[config.mk]
export PLATFORM = sky130hd
export DESIGN_NAME = ptm_ctrl
export DESIGN_NICKNAME = d
export VERILOG_FILES = /design/src/hw/rtl/ptm_pkg.sv /design/src/hw/rtl/ptm_ctrl.sv
export SDC_FILE = /design/constraint.sdc
export NUM_CORES = 1
export LEC_CHECK = 0
export ABC_AREA = 1
export ABC_CLOCK_PERIOD_IN_PS = 1300
export BUFFER_PORTS_ARGS = -buffer_cell sky130_fd_sc_hd__buf_4
export CAP_MARGIN = 20
export CORE_AREA = 2 2 64 66
export DETAILED_ROUTE_END_ITERATION = 6
export DIE_AREA = 0 0 66 68
export GPL_ROUTABILITY_DRIVEN = 0
export SYNTH_ARGS = -nofsm -noshare
export SYNTH_HDL_FRONTEND = slang
export SYNTH_SLANG_ARGS = --single-unit
[constraint.sdc]
create_clock -name clock -period 1.3 [get_ports clock]
set_input_delay 0.13 -clock clock [delete_from_list [all_inputs] [get_ports clock]]
set_output_delay 0.13 -clock clock [all_outputs]
set_load 0.02 [all_outputs]
[src/hw/rtl/ptm_pkg.sv]
// Package for the power tower modulo unit: widths, datapath command codes,
// and the command and status structs between controller and datapath.
// No dependencies.
package ptm_pkg;

   localparam int CHAIN_DEPTH   = 64;
   localparam int ADDR_W        = $clog2(CHAIN_DEPTH);
   localparam int IDX_W         = $clog2(CHAIN_DEPTH + 1);
   localparam int MOD_W         = 27;
   localparam int VAL_W         = MOD_W + 1;
   localparam int BASE_W        = 63;
   localparam int HGT_W         = 31;
   localparam int DVD_W         = 64;
   localparam int DCNT_W        = $clog2(DVD_W + 1);
   localparam int PRIME_W       = 14;
   localparam int PROD_W        = 2 * MOD_W;
   localparam logic [MOD_W-1:0] MODULUS_RESET = MOD_W'(100000000);

   // Datapath operation codes, one issued per cycle.
   localparam int OP_W = 6;
   localparam logic [OP_W-1:0] OP_NONE     = 6'd0;
   localparam logic [OP_W-1:0] OP_I_LOAD   = 6'd1;
   localparam logic [OP_W-1:0] OP_I_START  = 6'd2;
   localparam logic [OP_W-1:0] OP_B_INIT   = 6'd3;
   localparam logic [OP_W-1:0] OP_B_FINISH = 6'd4;
   localparam logic [OP_W-1:0] OP_T_INIT   = 6'd5;
   localparam logic [OP_W-1:0] OP_DIV_VP   = 6'd6;
   localparam logic [OP_W-1:0] OP_DIV_RP   = 6'd7;
   localparam logic [OP_W-1:0] OP_R_MUL    = 6'd8;
   localparam logic [OP_W-1:0] OP_V_Q      = 6'd9;
   localparam logic [OP_W-1:0] OP_P_INC    = 6'd10;
   localparam logic [OP_W-1:0] OP_DIV_RV   = 6'd11;
   localparam logic [OP_W-1:0] OP_R_MULV   = 6'd12;
   localparam logic [OP_W-1:0] OP_T_STORE  = 6'd13;
   localparam logic [OP_W-1:0] OP_RD       = 6'd14;
   localparam logic [OP_W-1:0] OP_VAL_ONE  = 6'd15;
   localparam logic [OP_W-1:0] OP_VAL_A    = 6'd16;
   localparam logic [OP_W-1:0] OP_DIV_AM   = 6'd17;
   localparam logic [OP_W-1:0] OP_VAL_REMM = 6'd18;
   localparam logic [OP_W-1:0] OP_LVL_DEC  = 6'd19;
   localparam logic [OP_W-1:0] OP_PW_INIT  = 6'd20;
   localparam logic [OP_W-1:0] OP_PW_MUL   = 6'd21;
   localparam logic [OP_W-1:0] OP_PW_STEP  = 6'd22;
   localparam logic [OP_W-1:0] OP_VAL_ACC  = 6'd23;
   localparam logic [OP_W-1:0] OP_MP_B     = 6'd24;
   localparam logic [OP_W-1:0] OP_MP_MULR  = 6'd25;
   localparam logic [OP_W-1:0] OP_DIV_PM   = 6'd26;
   localparam logic [OP_W-1:0] OP_MP_R     = 6'd27;
   localparam logic [OP_W-1:0] OP_MP_MULB  = 6'd28;
   localparam logic [OP_W-1:0] OP_MP_B2    = 6'd29;
   localparam logic [OP_W-1:0] OP_VAL_ACCM = 6'd30;
   localparam logic [OP_W-1:0] OP_DIV_FIN  = 6'd31;
   localparam logic [OP_W-1:0] OP_RES      = 6'd32;

   typedef struct packed {
      logic [OP_W-1:0] op;
   } ptm_cmd_type;

   typedef struct packed {
      logic ready;
      logic n_is_one;
      logic idx_full;
      logic pp_le_v;
      logic v_gt1;
      logic div_done;
      logic rem_zero;
      logic start_is_one;
      logic a_lt_m;
      logic a_le1;
      logic t_zero;
      logic t_lsb;
      logic prod_ge_m;
      logic cnt_zero;
      logic lvl_zero;
   } ptm_sts_type;

endpackage

[src/hw/rtl/ptm_ctrl.sv]
// Controller: sequences chain building and tower evaluation on the datapath,
// and owns the stream handshakes and the result valid register.
// Depends on ptm_pkg.
module ptm_ctrl
   import ptm_pkg::*;
(
   input  logic        clock,
   input  logic        reset,
   input  logic        req_tvalid,
   output logic        req_tready,
   output logic        rsp_tvalid,
   input  logic        rsp_tready,
   input  ptm_sts_type sts,
   output ptm_cmd_type cmd
);

   localparam logic [4:0] S_IDLE    = 5'd0;
   localparam logic [4:0] S_CHK_RDY = 5'd1;
   localparam logic [4:0] S_B_LOOP  = 5'd2;
   localparam logic [4:0] S_T_CHK   = 5'd3;
   localparam logic [4:0] S_T_W1    = 5'd4;
   localparam logic [4:0] S_T_W2    = 5'd5;
   localparam logic [4:0] S_T_STRIP = 5'd6;
   localparam logic [4:0] S_T_W3    = 5'd7;
   localparam logic [4:0] S_T_W4    = 5'd8;
   localparam logic [4:0] S_T_FIN   = 5'd9;
   localparam logic [4:0] S_TOP     = 5'd10;
   localparam logic [4:0] S_TOPM    = 5'd11;
   localparam logic [4:0] S_TOPW    = 5'd12;
   localparam logic [4:0] S_LVL     = 5'd13;
   localparam logic [4:0] S_RD      = 5'd14;
   localparam logic [4:0] S_CLAMP   = 5'd15;
   localparam logic [4:0] S_PWM     = 5'd16;
   localparam logic [4:0] S_PWC     = 5'd17;
   localparam logic [4:0] S_PWD     = 5'd18;
   localparam logic [4:0] S_MPB     = 5'd19;
   localparam logic [4:0] S_MPC     = 5'd20;
   localparam logic [4:0] S_MPR1    = 5'd21;
   localparam logic [4:0] S_MPR2    = 5'd22;
   localparam logic [4:0] S_MPS0    = 5'd23;
   localparam logic [4:0] S_MPS1    = 5'd24;
   localparam logic [4:0] S_MPS2    = 5'd25;
   localparam logic [4:0] S_FINW    = 5'd26;
   localparam logic [4:0] S_OUT     = 5'd27;

   logic [4:0] state_ff, state_in;
   logic       valid_ff, valid_in;
   logic       load_rsp;

   assign req_tready = (state_ff == S_IDLE);
   assign rsp_tvalid = valid_ff;

   // Next state and command for each step.
   always_comb begin
      state_in = state_ff;
      cmd.op   = OP_NONE;
      load_rsp = 1'b0;
      case (state_ff)
         S_IDLE: begin
            if (req_tvalid) begin
               cmd.op   = OP_I_LOAD;
               state_in = S_CHK_RDY;
            end
         end
         S_CHK_RDY: begin
            if (sts.ready) begin
               cmd.op   = OP_I_START;
               state_in = S_TOP;
            end else begin
               cmd.op   = OP_B_INIT;
               state_in = S_B_LOOP;
            end
         end
         // Totient chain: trial division of each element.
         S_B_LOOP: begin
            if (sts.idx_full || sts.n_is_one) begin
               cmd.op   = OP_B_FINISH;
               state_in = S_CHK_RDY;
            end else begin
               cmd.op   = OP_T_INIT;
               state_in = S_T_CHK;
            end
         end
         S_T_CHK: begin
            if (sts.pp_le_v) begin
               cmd.op   = OP_DIV_VP;
               state_in = S_T_W1;
            end else if (sts.v_gt1) begin
               cmd.op   = OP_DIV_RV;
               state_in = S_T_W4;
            end else begin
               cmd.op   = OP_T_STORE;
               state_in = S_B_LOOP;
            end
         end
         S_T_W1: begin
            if (sts.div_done) begin
               if (sts.rem_zero) begin
                  cmd.op   = OP_DIV_RP;
                  state_in = S_T_W2;
               end else begin
                  cmd.op   = OP_P_INC;
                  state_in = S_T_CHK;
               end
            end
         end
         S_T_W2: begin
            if (sts.div_done) begin
               cmd.op   = OP_R_MUL;
               state_in = S_T_STRIP;
            end
         end
         S_T_STRIP: begin
            cmd.op   = OP_DIV_VP;
            state_in = S_T_W3;
         end
         S_T_W3: begin
            if (sts.div_done) begin
               if (sts.rem_zero) begin
                  cmd.op   = OP_V_Q;
                  state_in = S_T_STRIP;
               end else begin
                  cmd.op   = OP_P_INC;
                  state_in = S_T_CHK;
               end
            end
         end
         S_T_W4: begin
            if (sts.div_done) begin
               cmd.op   = OP_R_MULV;
               state_in = S_T_FIN;
            end
         end
         S_T_FIN: begin
            cmd.op   = OP_T_STORE;
            state_in = S_B_LOOP;
         end
         // Top level of the tower.
         S_TOP: begin
            if (sts.start_is_one) begin
               cmd.op   = OP_VAL_ONE;
               state_in = S_LVL;
            end else begin
               cmd.op   = OP_RD;
               state_in = S_TOPM;
            end
         end
         S_TOPM: begin
            if (sts.a_lt_m) begin
               cmd.op   = OP_VAL_A;
               state_in = S_LVL;
            end else begin
               cmd.op   = OP_DIV_AM;
               state_in = S_TOPW;
            end
         end
         S_TOPW: begin
            if (sts.div_done) begin
               cmd.op   = OP_VAL_REMM;
               state_in = S_LVL;
            end
         end
         // Walk down one level, or finish at the outer modulus.
         S_LVL: begin
            if (sts.lvl_zero) begin
               cmd.op   = OP_DIV_FIN;
               state_in = S_FINW;
            end else begin
               cmd.op   = OP_LVL_DEC;
               state_in = S_RD;
            end
         end
         S_RD: begin
            cmd.op   = OP_RD;
            state_in = S_CLAMP;
         end
         // Saturating size test of the exact power.
         S_CLAMP: begin
            if (sts.t_zero) begin
               cmd.op   = OP_VAL_ONE;
               state_in = S_LVL;
            end else if (sts.a_le1) begin
               cmd.op   = OP_VAL_A;
               state_in = S_LVL;
            end else if (!sts.a_lt_m) begin
               cmd.op   = OP_DIV_AM;
               state_in = S_MPB;
            end else begin
               cmd.op   = OP_PW_INIT;
               state_in = S_PWM;
            end
         end
         S_PWM: begin
            cmd.op   = OP_PW_MUL;
            state_in = S_PWC;
         end
         S_PWC: begin
            if (sts.prod_ge_m) begin
               cmd.op   = OP_DIV_AM;
               state_in = S_MPB;
            end else begin
               cmd.op   = OP_PW_STEP;
               state_in = S_PWD;
            end
         end
         S_PWD: begin
            if (sts.cnt_zero) begin
               cmd.op   = OP_VAL_ACC;
               state_in = S_LVL;
            end else begin
               cmd.op   = OP_PW_MUL;
               state_in = S_PWC;
            end
         end
         // Square-and-multiply exponentiation, exponent bits from the bottom.
         S_MPB: begin
            if (sts.div_done) begin
               cmd.op   = OP_MP_B;
               state_in = S_MPC;
            end
         end
         S_MPC: begin
            if (sts.t_zero) begin
               cmd.op   = OP_VAL_ACCM;
               state_in = S_LVL;
            end else if (sts.t_lsb) begin
               cmd.op   = OP_MP_MULR;
               state_in = S_MPR1;
            end else begin
               cmd.op   = OP_MP_MULB;
               state_in = S_MPS1;
            end
         end
         S_MPR1: begin
            cmd.op   = OP_DIV_PM;
            state_in = S_MPR2;
         end
         S_MPR2: begin
            if (sts.div_done) begin
               cmd.op   = OP_MP_R;
               state_in = S_MPS0;
            end
         end
         S_MPS0: begin
            cmd.op   = OP_MP_MULB;
            state_in = S_MPS1;
         end
         S_MPS1: begin
            cmd.op   = OP_DIV_PM;
            state_in = S_MPS2;
         end
         S_MPS2: begin
            if (sts.div_done) begin
               cmd.op   = OP_MP_B2;
               state_in = S_MPC;
            end
         end
         S_FINW: begin
            if (sts.div_done) begin
               state_in = S_OUT;
            end
         end
         // Load the output register once the previous result is gone.
         S_OUT: begin
            if (!valid_ff || rsp_tready) begin
               cmd.op   = OP_RES;
               load_rsp = 1'b1;
               state_in = S_IDLE;
            end
         end
         default: begin
            state_in = S_IDLE;
         end
      endcase
   end

   // Result valid: set on load, cleared by a transfer.
   always_comb begin
      valid_in = valid_ff;
      if (load_rsp) begin
         valid_in = 1'b1;
      end else if (rsp_tready) begin
         valid_in = 1'b0;
      end
   end

   always_ff @(posedge clock) begin
      if (reset) begin
         state_ff <= S_IDLE;
         valid_ff <= 1'b0;
      end else begin
         state_ff <= state_in;
         valid_ff <= valid_in;
      end
   end

   // An accepted request always goes on to the chain check.
   a_accept_next: assert property (@(posedge clock) disable iff (reset)
      req_tvalid && req_tready |=> state_ff == S_CHK_RDY)
      else $error("accepted request did not start");

   // A result is loaded only when the output register is free or draining.
   a_no_overwrite: assert property (@(posedge clock) disable iff (reset)
      load_rsp |-> !valid_ff || rsp_tready)
      else $error("result overwritten");

   // The tower is evaluated only on a ready chain.
   a_chain_ready: assert property (@(posedge clock) disable iff (reset)
      cmd.op == OP_I_START |-> sts.ready)
      else $error("evaluation on stale chain");

endmodule

# Word-level counts from Yosys, hierarchy flattened
# Index checks and enable logic that the tools add are counted.
op_classes:
  muxes: 58
  n_eq_ne: 37
  reduce_logical: 8
  order_cmp: 0
  n_bitwise: 0
  shift: 0
  add_sub_neg: 0
  multipliers: 0
  n_div: 0
op_table:
  columns: ["operator", "n"]
  rows:
  - ["one-hot mux 6 bit (26 select lines)", 1]
  - ["one-hot mux 5 bit (27 select lines)", 1]
  - ["2-to-1 mux 5 bit", 20]
  - ["equality test 5 bit, second input constant", 12]
  - ["2-to-1 mux 4 bit", 11]
  - ["equality test 5 x 4 -> 1 bit, second input constant", 8]
  - ["2-to-1 mux 3 bit", 9]
  - ["equality test 5 x 3 -> 1 bit, second input constant", 4]
  - ["!= test 2 bit, second input constant", 9]
  - ["2-to-1 mux 1 bit", 11]
  - ["equality test 5 x 2 -> 1 bit, second input constant", 2]
  - ["AND reduction 10 bit", 1]
  - ["2-to-1 mux 2 bit", 4]
  - ["2-to-1 mux 6 bit", 1]
  - ["equality test 5 x 1 -> 1 bit, second input constant", 1]
  - ["logical NOT 5 bit", 1]
  - ["OR reduction 2 bit", 2]
  - ["logical OR 1 bit", 2]
  - ["!= test 2 x 1 -> 1 bit, second input constant", 1]
  - ["nonzero test 2 bit", 1]
  - ["logical NOT 1 bit", 1]
word_totals:
  output_inout_bits: 8
  latch_bits: 0
  mem_count: 0
  input_bits: 19
  regBits: 6
  mem_bits_rw: 0
  romBits: 0
  word_cells: 105

# Depth between registers and ports, before layout
# Gate-level depths: netlist of run 1.
logic_depth:
  ltp_word: 5
  mapped_depth: 12
  depth_no_buf: 11

# Worst setup path after synthesis of run 1
# OpenSTA, ideal clock, no wires.
synth_path:
  path_type: "register -> output"
  startpoint: "reg state_ff[1]"
  endpoint: "out cmd[4] (netlist bit)"
  stages_incl_launch_ff: 9
  t_required_ps: 1170
  arrival_ps: 1329
  setup_slack_ps: -159
  path_buffers: 1
  path_cell_list: "dfxtp_1 -> buf_6 -> inv_2 -> nand2_2 -> nor2_2 -> nor2_4 -> o21ai_0 -> a21oi_1 -> o2111ai_1"
synth_rtl:
  columns: ["element", "line_no", "source"]
  rows:
  - ["start, declared", "ptm_ctrl.sv:46", "logic [4:0] state_ff, state_in;"]
  - ["start signal, assigned", "ptm_ctrl.sv:292", "state_ff <= state_in;"]
  - ["end, declared", "ptm_ctrl.sv:14", "output ptm_cmd_type cmd"]

==> impl_metrics.json, run 1 <==
{
  "violations": "negative setup slack",
  "fmaxAchievable_mhz": 532.4,
  "critPathTopFamily": "simple AND/OR/NAND/NOR gates",
  "ys.flop_type": "dfxtp_1",
  "period_share_pct": 144.5,
  "ys_seq_elements": 6,
  "cp.arrival_ns": 1.75,
  "power_density_nw_per_um2": 1232,
  "ys_seq_area_share_pct": 8.283,
  "synth_edf_count": 0,
  "synth_area_leaders": "nand2_1 (20%), nor2_1 (15%), nand3_1 (9.7%)",
  "grt_max_degree": 12,
  "cp_common_cell": "buf_6",
  "yosysWarningCount": 0,
  "path_max_fanout": 4,
  "fin_ws_ns": -0.5783,
  "area_growth_pct": 84.38,
  "port_buffers": 26,
  "hpwl_mm": 4.749,
  "htreeDepth": 1,
  "status": "finished, violations left",
  "dieArea_um2": 4488,
  "cellLeakagePower_nw": 1.362,
  "dpl_cell_area_um2": 2120,
  "drive_gt1_share_pct": 54.20,
  "crit_type": "reg2out",
  "synthArstFlopShare_pct": 0,
  "via_count": 2312,
  "initial_core_util_pct": 37.61,
  "final_core_util_pct": 69.34,
  "hold_viol_final": 0,
  "synthesis.area_um2": 1450,
  "cts.sink_count": 6,
  "rows": 23,
  "pre_cts_ws_ns": -0.4699,
  "critPathSlowestCell": "dfxtp_4",
  "fp.dieH_um": 68,
  "synth_most_common_cell": "nand2_1",
  "clock_latency_ns": 0.22,
  "grt_usage_pct": 28.76,
  "synth_cells": 277,
  "drc_errors": 0,
  "synth_common_cells": "nand2_1 (77), nor2_1 (57), nand3_1 (28), inv_1 (21), a21oi_1 (10)",
  "avgSynthCellArea_um2": 5.235,
  "overflow": 0,
  "clkTransAtPathRegs_ns": 0.04,
  "grt_pass1_vias": 2057,
  "die_w_um": 66,
  "setup_viol": 12,
  "antenna_found_initial": 0,
  "maxSlewViolCount": 0,
  "maxCapViolCount": 0,
  "slew_headroom_pct": 74.66,
  "cts_max_path_buffers": 2,
  "cts_tree": "yes",
  "yosys.area.top_type": "nand2_1",
  "slowest_delay_ns": 0.35,
  "final_antenna_net_count": 0,
  "rsz0062_at_grt": "true",
  "synth.top_cell.area_share_pct": 19.93,
  "required_ns": 1.17,
  "skew_ns": 0.0002648,
  "cts_buffers": 3,
  "core_area_um2": 3856,
  "wl_per_cell_um": 16.27,
  "num_antenna_cells": 0,
  "peakVddDrop_uv": 677.4,
  "path_cells": "buf_6 > inv_8 > nor2_4 > nand3b_1 > nand3_2 > nor4_4 > nand2_1 > buf_6",
  "totalWireLength_mm": 6.818,
  "syn_nets": 296,
  "tightest_slew_ns": 0.3762,
  "hp-class": "in2reg",
  "cts_hold_buf": 0,
  "io-pin-count": 27,
  "final_nets": 390,
  "hold_ws_ns": 0.1154,
  "firstDrtPassIters": 5,
  "fin_area_um2": 2674,
  "path_buf_inv": 3,
  "drt-initial-drc-count": 176,
  "grt_pass1_wl_mm": 9.770,
  "end_kind": "primary output",
  "via_per_inst": 5.518,
  "cts_root_buf": "clkbuf_8",
  "min_period_ns": 1.878,
  "post_synth_num_cell_types": 30,
  "crit_path_start_kind": "flip-flop"
}
[final cells by class]
class                   count  area [um^2]
flip-flops and latches      6        131.4
fillers                   330         1182
well taps                  50        62.56
multi-input cells         233         1485
inverters                  30        132.6
repair buffers             97        820.8
clock buffers               3        41.29
[what timing repair did]
item | in CTS | in global routing
resized for setup | 42 | 60
endpoints found under the setup margin | 13 | 13
pin swaps | 10 | 29
buffers inserted | 9 | 10
[kinds of logic (layout without fill, tap and decap cells)]
kind of cell,Yosys count,in the layout,synth area share [%]
AND/OR/NAND/NOR,206,206,67.56
AO/OA/AOI/OAI,27,27,10.96
buffers and inverters,38,130,13.20
flip-flops,6,6,8.283
[per-stage QoR]
stage / power, mW / TNS, ns / instances
finish: 3.293 / -5.267 / 419
floorplan: 1.482 / -0.6335 / 277
global placement: 2.307 / -3.414 / 401
CTS: 2.861 / -4.483 / 413
global route: 3.464 / -5.868 / 419
detailed placement: 2.325 / -3.518 / 401
[metal layers]
layer  wire length [um]  part of all wire (%)  track usage [%]  vias up
met5                  0                     0                0        -
met2               3293                    48            50.63      132
li1                   -                     -                -     1088
met4                267                   3.9            5.612        0
met1               2631                    39            37.27     1060
met3                625                   9.2            4.770       32
[worst reg2reg max path, delay by kind of cell (launching register included)]
kind / cells / cell delay, ns
compound gates: 1 / 0.15
buf+inv: 3 / 0.41
flops: 1 / 0.36
simple gates: 8 / 0.78
[flip-flops by register name (all words and copies together) (netlist names)]
name / cells
state_ff: 5
rsp_tvalid: 1
[cell usage in the layout, fill, tap and decap left out, types with 7 or more instances in the layout]
| cell | count |
|---|---|
| nor2_2 | 12 |
| nand2_2 | 17 |
| inv_1 | 19 |
| nand3_2 | 9 |
| nand3_1 | 16 |
| nor2_1 | 45 |
| nor2_4 | 13 |
| nand2_1 | 62 |
| buf_4 | 78 |
| nand4_1 | 7 |
| buf_6 | 16 |
| inv_2 | 9 |
[where the power goes]
group | total, mW | switching (mW) | internal (mW) | leakage [nW]
clock | 0.277 | 0.0782 | 0.199 | 0.0216
sequential | 0.294 | 0.0552 | 0.239 | 0.0516
combinational | 2.72 | 1.50 | 1.23 | 1.29
total | 3.29 | 1.63 | 1.66 | 1.36
[final timing paths]
check	slack (ns)	cells past startpoint	startpoint	to
worst max register to register	-0.49	12	state_ff[0]$_SDFFE_PP0P_	state_ff[1]$_SDFFE_PP0P_
worst min-delay path	0.12	2	reset	state_ff[4]$_SDFFE_PP0P_
worst min register to register	0.51	2	state_ff[3]$_SDFFE_PP0P_	state_ff[3]$_SDFFE_PP0P_
worst max-delay path	-0.58	8	state_ff[0]$_SDFFE_PP0P_	cmd[1]
Power figures use the tool's default switching activity.
==> inputs of run 2 (changes only) <==
ABC_AREA = 0   (was 1)
ABC_CLOCK_PERIOD_IN_PS = 2090   (was 1300)
CORE_AREA = 2 2 61 63   (was 2 2 64 66)
DIE_AREA = 0 0 63 65   (was 0 0 66 68)
clock period = 2.09 ns   (was 1.3 ns; I/O delays follow)
==> impl_metrics.json, run 2 <==
{
  "cts.sink_count": 6,
  "yosys.area.top_type": "dfxtp_1",
  "maxSlewViolCount": 0,
  "clkPwrFrac_pct": 5.7,
  "setup_viol": 1,
  "ys_seq_area_share_pct": 8.930,
  "peakVddDrop_uv": 347.2,
  "final_common_cell": "buf_4",
  "area_growth_pct": 39.44,
  "slew_headroom_pct": 63.55,
  "synth.top_cell.area_share_pct": 8.930,
  "wl_per_cell_um": 17.21,
  "cts_root_buf": "clkbuf_4",
  "io-pin-count": 27,
  "grt_util_met2_pct": 43.22,
  "ys.flop_type": "dfxtp_1",
  "overflow": 0,
  "die_w_um": 63,
  "synthesis.area_um2": 1345,
  "synth-xor-area-share_pct": 1.953,
  "crit_type": "reg2out",
  "antenna_found_initial": 0,
  "power_frac_seq_pct": 10.8,
  "maxCapViolCount": 0,
  "power_density_nw_per_um2": 1038,
  "fin_area_um2": 1876,
  "required_ns": 1.88,
  "fmaxAchievable_mhz": 475.5,
  "status": "finished, violations left",
  "synthArstFlopShare_pct": 0,
  "skew_ns": 0.004223,
  "rsz0062_at_grt": "true",
  "final_cell_mix": "buf_4 (58), nand2_1 (20), a21oi_1 (15), nor2_1 (14)",
  "crit_path_start_kind": "flip-flop",
  "use_met3_pct": 6.424,
  "largest_reg_flops": 5,
  "fp.dieH_um": 65,
  "tightest_slew_ns": 0.5444,
  "min_period_ns": 2.103,
  "cts_tree": "yes",
  "hold_viol_final": 0,
  "synth_common_cells": "nand2_1 (20), a21oi_1 (16), nor2_1 (14), o21ai_0 (14)",
  "num_antenna_cells": 0,
  "clkTransAtPathRegs_ns": 0.05,
  "sw_frac_of_total_pct": 52.35,
  "final_antenna_net_count": 0,
  "htreeDepth": 1,
  "synth_compound_area_share_pct": 41.58,
  "synth-simple-area-share_pct": 38.05,
  "drt-initial-drc-count": 245,
  "hpwl_mm": 3.926,
  "nFillCells": 350,
  "ys_seq_elements": 6,
  "avgSynthCellArea_um2": 6.405,
  "synth_top_family_by_area": "compound AO/OA/AOI/OAI gates",
  "period_share_pct": 100.6,
  "total_power_mw": 1.948,
  "synthMuxAreaShare_pct": 0,
  "dp.cells": 295,
  "synth_most_common_cell": "nand2_1",
  "path_max_fanout": 7,
  "stdcell_count": 306,
  "final_nets": 279,
  "synth_cells": 210,
  "post_synth_num_cell_types": 54,
  "synth_edf_count": 0,
  "end_kind": "primary output",
  "cts_buffers": 3,
  "top_usage_layer": "met2",
  "grtUsageMet1_pct": 31.13,
  "cts_max_path_buffers": 2,
  "hp-class": "in2reg",
  "dieArea_um2": 4095,
  "initial_core_util_pct": 38.48,
  "firstDrtPassIters": 7,
  "via_count": 1905,
  "synth-adder-area-share_pct": 0,
  "grt_pass1_vias": 1736,
  "port_buffers": 26,
  "synth_area_leaders": "dfxtp_1 (8.9%), a21oi_1 (6.0%), nand2_1 (5.6%)",
  "rows": 22,
  "grt_usage_pct": 25.24,
  "grt_pass1_wl_mm": 8.245,
  "core_area_um2": 3496,
  "final_core_util_pct": 53.65,
  "clock_latency_ns": 0.25,
  "comb_power_share_pct": 83.5,
  "drive_gt1_share_pct": 33.33,
  "violations": "design-rule violations, negative setup slack",
  "fin_ws_ns": -0.01302,
  "via_per_inst": 6.225,
  "cp.arrival_ns": 1.89,
  "cellLeakagePower_nw": 0.7496,
  "drc_errors": 1,
  "p_int_mw": 0.9280,
  "grt_max_degree": 19,
  "totalWireLength_mm": 5.266,
  "switching_power_mw": 1.020,
  "syn_nets": 229,
  "yosysWarningCount": 0,
  "largest-register": "state_ff",
  "dpl_cell_area_um2": 1728
}
run 2: cell types whose count changed after synthesis, sizes merged, moves of 4 or more:
cell,delta
nand3,-22
a21oi,+6
o31ai,+4
buf,+8
o211ai,+4
a31oi,+5
o32ai,+6
nand2,-66
inv,-22
o21ai,+6
nor2,-57
nor2b,+12
nand4,-4
run 2: worst max-delay path, cell delays in order, from the launching register on:
cell,delay (ns)
dfxtp_4,0.37
buf_6,0.12
and3b_2,0.23
o21ai_2,0.18
o31ai_1,0.10
a2111oi_0,0.33
o21ai_1,0.14
buf_4,0.18
run 2: cell families (layout without fill, tap and decap cells):
family,Yosys count,count (layout)
AO/OA/AOI/OAI,80,80
AND/OR/NAND/NOR,94,94
buffers and inverters,27,75
flip-flops,6,6
XOR/XNOR,3,3
run 2: power groups by stage:
stage | combinational (mW) | clock, mW | sequential [mW]
2_1_floorplan | 0.933 | 0 | 0.175
3_3_place_gp | 1.49 | 0 | 0.199
3_5_place_dp | 1.47 | 0 | 0.200
4_1_cts | 1.48 | 0.112 | 0.203
5_1_grt | 1.73 | 0.126 | 0.218
6_report | 1.63 | 0.111 | 0.211
run 2: path summary, 6_finish.rpt:
path | from | cells past startpoint | to | slack [ns]
max | state_ff[2]$_SDFFE_PP0P_ | 7 | cmd[1] | -0.01
min | reset | 2 | rsp_tvalid$_SDFFE_PP0P_ | 0.17
max reg2reg | state_ff[0]$_SDFFE_PP0P_ | 6 | state_ff[1]$_SDFFE_PP0P_ | 0.17
min reg2reg | rsp_tvalid$_SDFFE_PP0P_ | 2 | rsp_tvalid$_SDFFE_PP0P_ | 0.54
run 2: cell type report:
class,instances,area (um^2),area share [%]
multi-input combinational,177,1132,60.37
timing repair buffer,64,496.7,26.48
sequential,6,133.9,7.138
tap,48,60.06,3.202
inverter,8,30.03,1.601
clock buffer,3,22.52,1.201
run 2: per-stage QoR:
step,setup slack [ns],TNS (ns),hold slack [ns]
floorplan,0.1663,0,0.2781
global placement,0.06146,0,0.4258
detailed placement,0.05251,0,0.4258
CTS,-0.03173,-0.03173,0.1617
global route,-0.07602,-0.1672,0.1819
finish,-0.01302,-0.01302,0.1723
run 2: timing repair:
action                                  4_1_cts  5_1_grt
endpoints found under the setup margin        4        6
setup buffers                                 0        9
gates resized for setup                       9       19
pin swaps                                     2        3
hold buffers                                  0        0
run 2: metal layers:
layer  routed length [um]  part of all wire [%]
met1                 2121                    40
met2                 2418                    46
met3                  582                    11
met4                  144                   2.7
met5                    0                     0
==> inputs of run 3 (changes only) <==
ABC_CLOCK_PERIOD_IN_PS = 1700   (was 2090)
CELL_PAD_IN_SITES_DETAIL_PLACEMENT = 0   (was unset)
CELL_PAD_IN_SITES_GLOBAL_PLACEMENT = 1   (was unset)
CORE_AREA = 2 2 54 81   (was 2 2 61 63)
DIE_AREA = 0 0 56 83   (was 0 0 63 65)
PLACE_DENSITY_LB_ADDON = 0.1   (was unset)
clock period = 1.7 ns   (was 2.09 ns; I/O delays follow)
==> impl_metrics.json, run 3 (synthesis gave the netlist of run 2 again) <==
{
  "status": "finished, violations left",
  "violations": "negative setup slack",
  "multi_input_area_um2": 1341,
  "grt_max_degree": 15,
  "min_period_ns": 1.940,
  "final_nets": 316,
  "path_max_fanout": 7,
  "rsz0062_at_grt": "true",
  "maxSlewViolCount": 0,
  "cellLeakagePower_nw": 0.9953,
  "via_per_inst": 6.403,
  "num_antenna_cells": 0,
  "clkTransAtPathRegs_ns": 0.03,
  "dieArea_um2": 4648,
  "firstDrtPassIters": 4,
  "r2r-start": "state_ff[0]$_SDFFE_PP0P_",
  "crit_path_start_kind": "flip-flop",
  "drc_errors": 0,
  "power_frac_seq_pct": 8.6,
  "rows": 28,
  "wl_per_cell_um": 19.51,
  "io-pin-count": 27,
  "fin_tns_setup_ns": -1.138,
  "hpwl_mm": 4.847,
  "final_antenna_net_count": 0,
  "peakVddDrop_uv": 1200,
  "largest-register": "state_ff",
  "regArea_um2": 136.4,
  "drt-initial-drc-count": 142,
  "cts_root_buf": "clkbuf_8",
  "power_density_nw_per_um2": 1348,
  "grt_pass1_wl_mm": 10.40,
  "fmaxAchievable_mhz": 515.5,
  "die_w_um": 56,
  "endpoint": "cmd[1]",
  "startpoint": "state_ff[2]$_SDFFE_PP0P_",
  "pre_cts_ws_ns": -0.3675,
  "r2r_end": "state_ff[0]$_SDFFE_PP0P_",
  "nFillCells": 358,
  "r2r_slack_ns": -0.12,
  "grt_pass1_vias": 2128,
  "maxCapViolCount": 0,
  "core_area_um2": 3924,
  "end_kind": "primary output",
  "final_common_cell": "buf_4",
  "totalWireLength_mm": 6.632,
  "tightest_slew_ns": 0.4829,
  "setup_viol": 8,
  "port_buffers": 26,
  "final_cell_mix": "buf_4 (80), buf_6 (20), nand2_1 (17), a21oi_1 (14), nor2_1 (11)",
  "cts.sink_count": 6,
  "cts_tree": "yes",
  "crit_type": "reg2out",
  "p_int_mw": 1.745,
  "fin_area_um2": 2446,
  "sw_frac_of_total_pct": 47.07,
  "period_share_pct": 114.1,
  "worst-r2r-cell-count": 7,
  "slew_headroom_pct": 67.51,
  "dp.cells": 321,
  "clock_latency_ns": 0.22,
  "initial_core_util_pct": 34.28,
  "fin_ws_ns": -0.2399,
  "hp-class": "in2reg",
  "cp.arrival_ns": 1.77,
  "drive_gt1_share_pct": 52.88,
  "dpl_cell_area_um2": 1953,
  "skew_ns": 0.0005346,
  "cts_max_path_buffers": 2,
  "hold_viol_final": 0,
  "switching_power_mw": 1.552,
  "clkPwrFrac_pct": 6.4,
  "required_ns": 1.53,
  "antenna_found_initial": 0,
  "via_count": 2177,
  "stdcell_count": 340,
  "grt_usage_pct": 27.61,
  "area_growth_pct": 81.86,
  "cts_buffers": 3,
  "comb_power_share_pct": 85.1,
  "largest_reg_flops": 5,
  "fp.dieH_um": 83,
  "overflow": 0,
  "htreeDepth": 1,
  "final_core_util_pct": 62.34
}
-- run 3: layout make-up --
| type | count | area share [%] |
|---|---|---|
| Clock buffer | 3 | 1.688 |
| Inverter | 8 | 1.228 |
| Multi-Input combinational cell | 177 | 54.83 |
| Sequential cell | 6 | 5.575 |
| Tap cell | 45 | 2.302 |
| Timing Repair Buffer | 101 | 34.37 |
-- run 3: routing by layer --
| metal | up-vias | track usage [%] | part of all wire, % |
|---|---|---|---|
| li1 | 986 | - | - |
| met1 | 1021 | 32.80 | 37 |
| met2 | 120 | 47.91 | 51 |
| met3 | 50 | 1.558 | 5.0 |
| met4 | 0 | 15.80 | 7.5 |
| met5 | - | 0 | 0 |
-- run 3: worst min path at each step --
| stage | cells after the start | slack, ns | start | to |
|---|---|---|---|---|
| after floorplan | 1 | 0.24 | reset | rsp_tvalid$_SDFFE_PP0P_ |
| after global placement | 2 | 0.39 | reset | rsp_tvalid$_SDFFE_PP0P_ |
| after detailed placement | 2 | 0.40 | reset | rsp_tvalid$_SDFFE_PP0P_ |
| after CTS | 2 | 0.17 | reset | rsp_tvalid$_SDFFE_PP0P_ |
| after global routing | 2 | 0.19 | reset | rsp_tvalid$_SDFFE_PP0P_ |
| final | 2 | 0.18 | reset | rsp_tvalid$_SDFFE_PP0P_ |
-- run 3: what timing repair did --
action                                  4_1_cts  5_1_grt
hold buffers                                  0        0
pin swaps                                    15       18
setup buffers                                14        2
endpoints found under the setup margin       11       11
resized for setup                            50       41
-- run 3: critical path: stages, from the launching register on --
cell	delay, ns
dfxtp_4	0.37
buf_6	0.12
and3b_1	0.18
o21ai_2	0.14
o31ai_1	0.11
a2111oi_2	0.33
o21ai_1	0.13
buf_4	0.17
-- run 3: stage by stage --
step	power [mW]	hold slack (ns)
after global routing	3.494	0.1916
after floorplan	1.393	0.2391
after CTS	2.968	0.1702
after detailed placement	2.372	0.3982
after global placement	2.354	0.3911
final	3.297	0.1817
-- run 3: power groups by stage --
| stage | Clock [mW] | Sequential (mW) | Combinational [mW] |
|---|---|---|---|
| after CTS | 0.215 | 0.274 | 2.48 |
| after floorplan | 0 | 0.215 | 1.18 |
| after global placement | 0 | 0.254 | 2.10 |
| final | 0.210 | 0.282 | 2.80 |
| after detailed placement | 0 | 0.258 | 2.11 |
| after global routing | 0.225 | 0.288 | 2.98 |
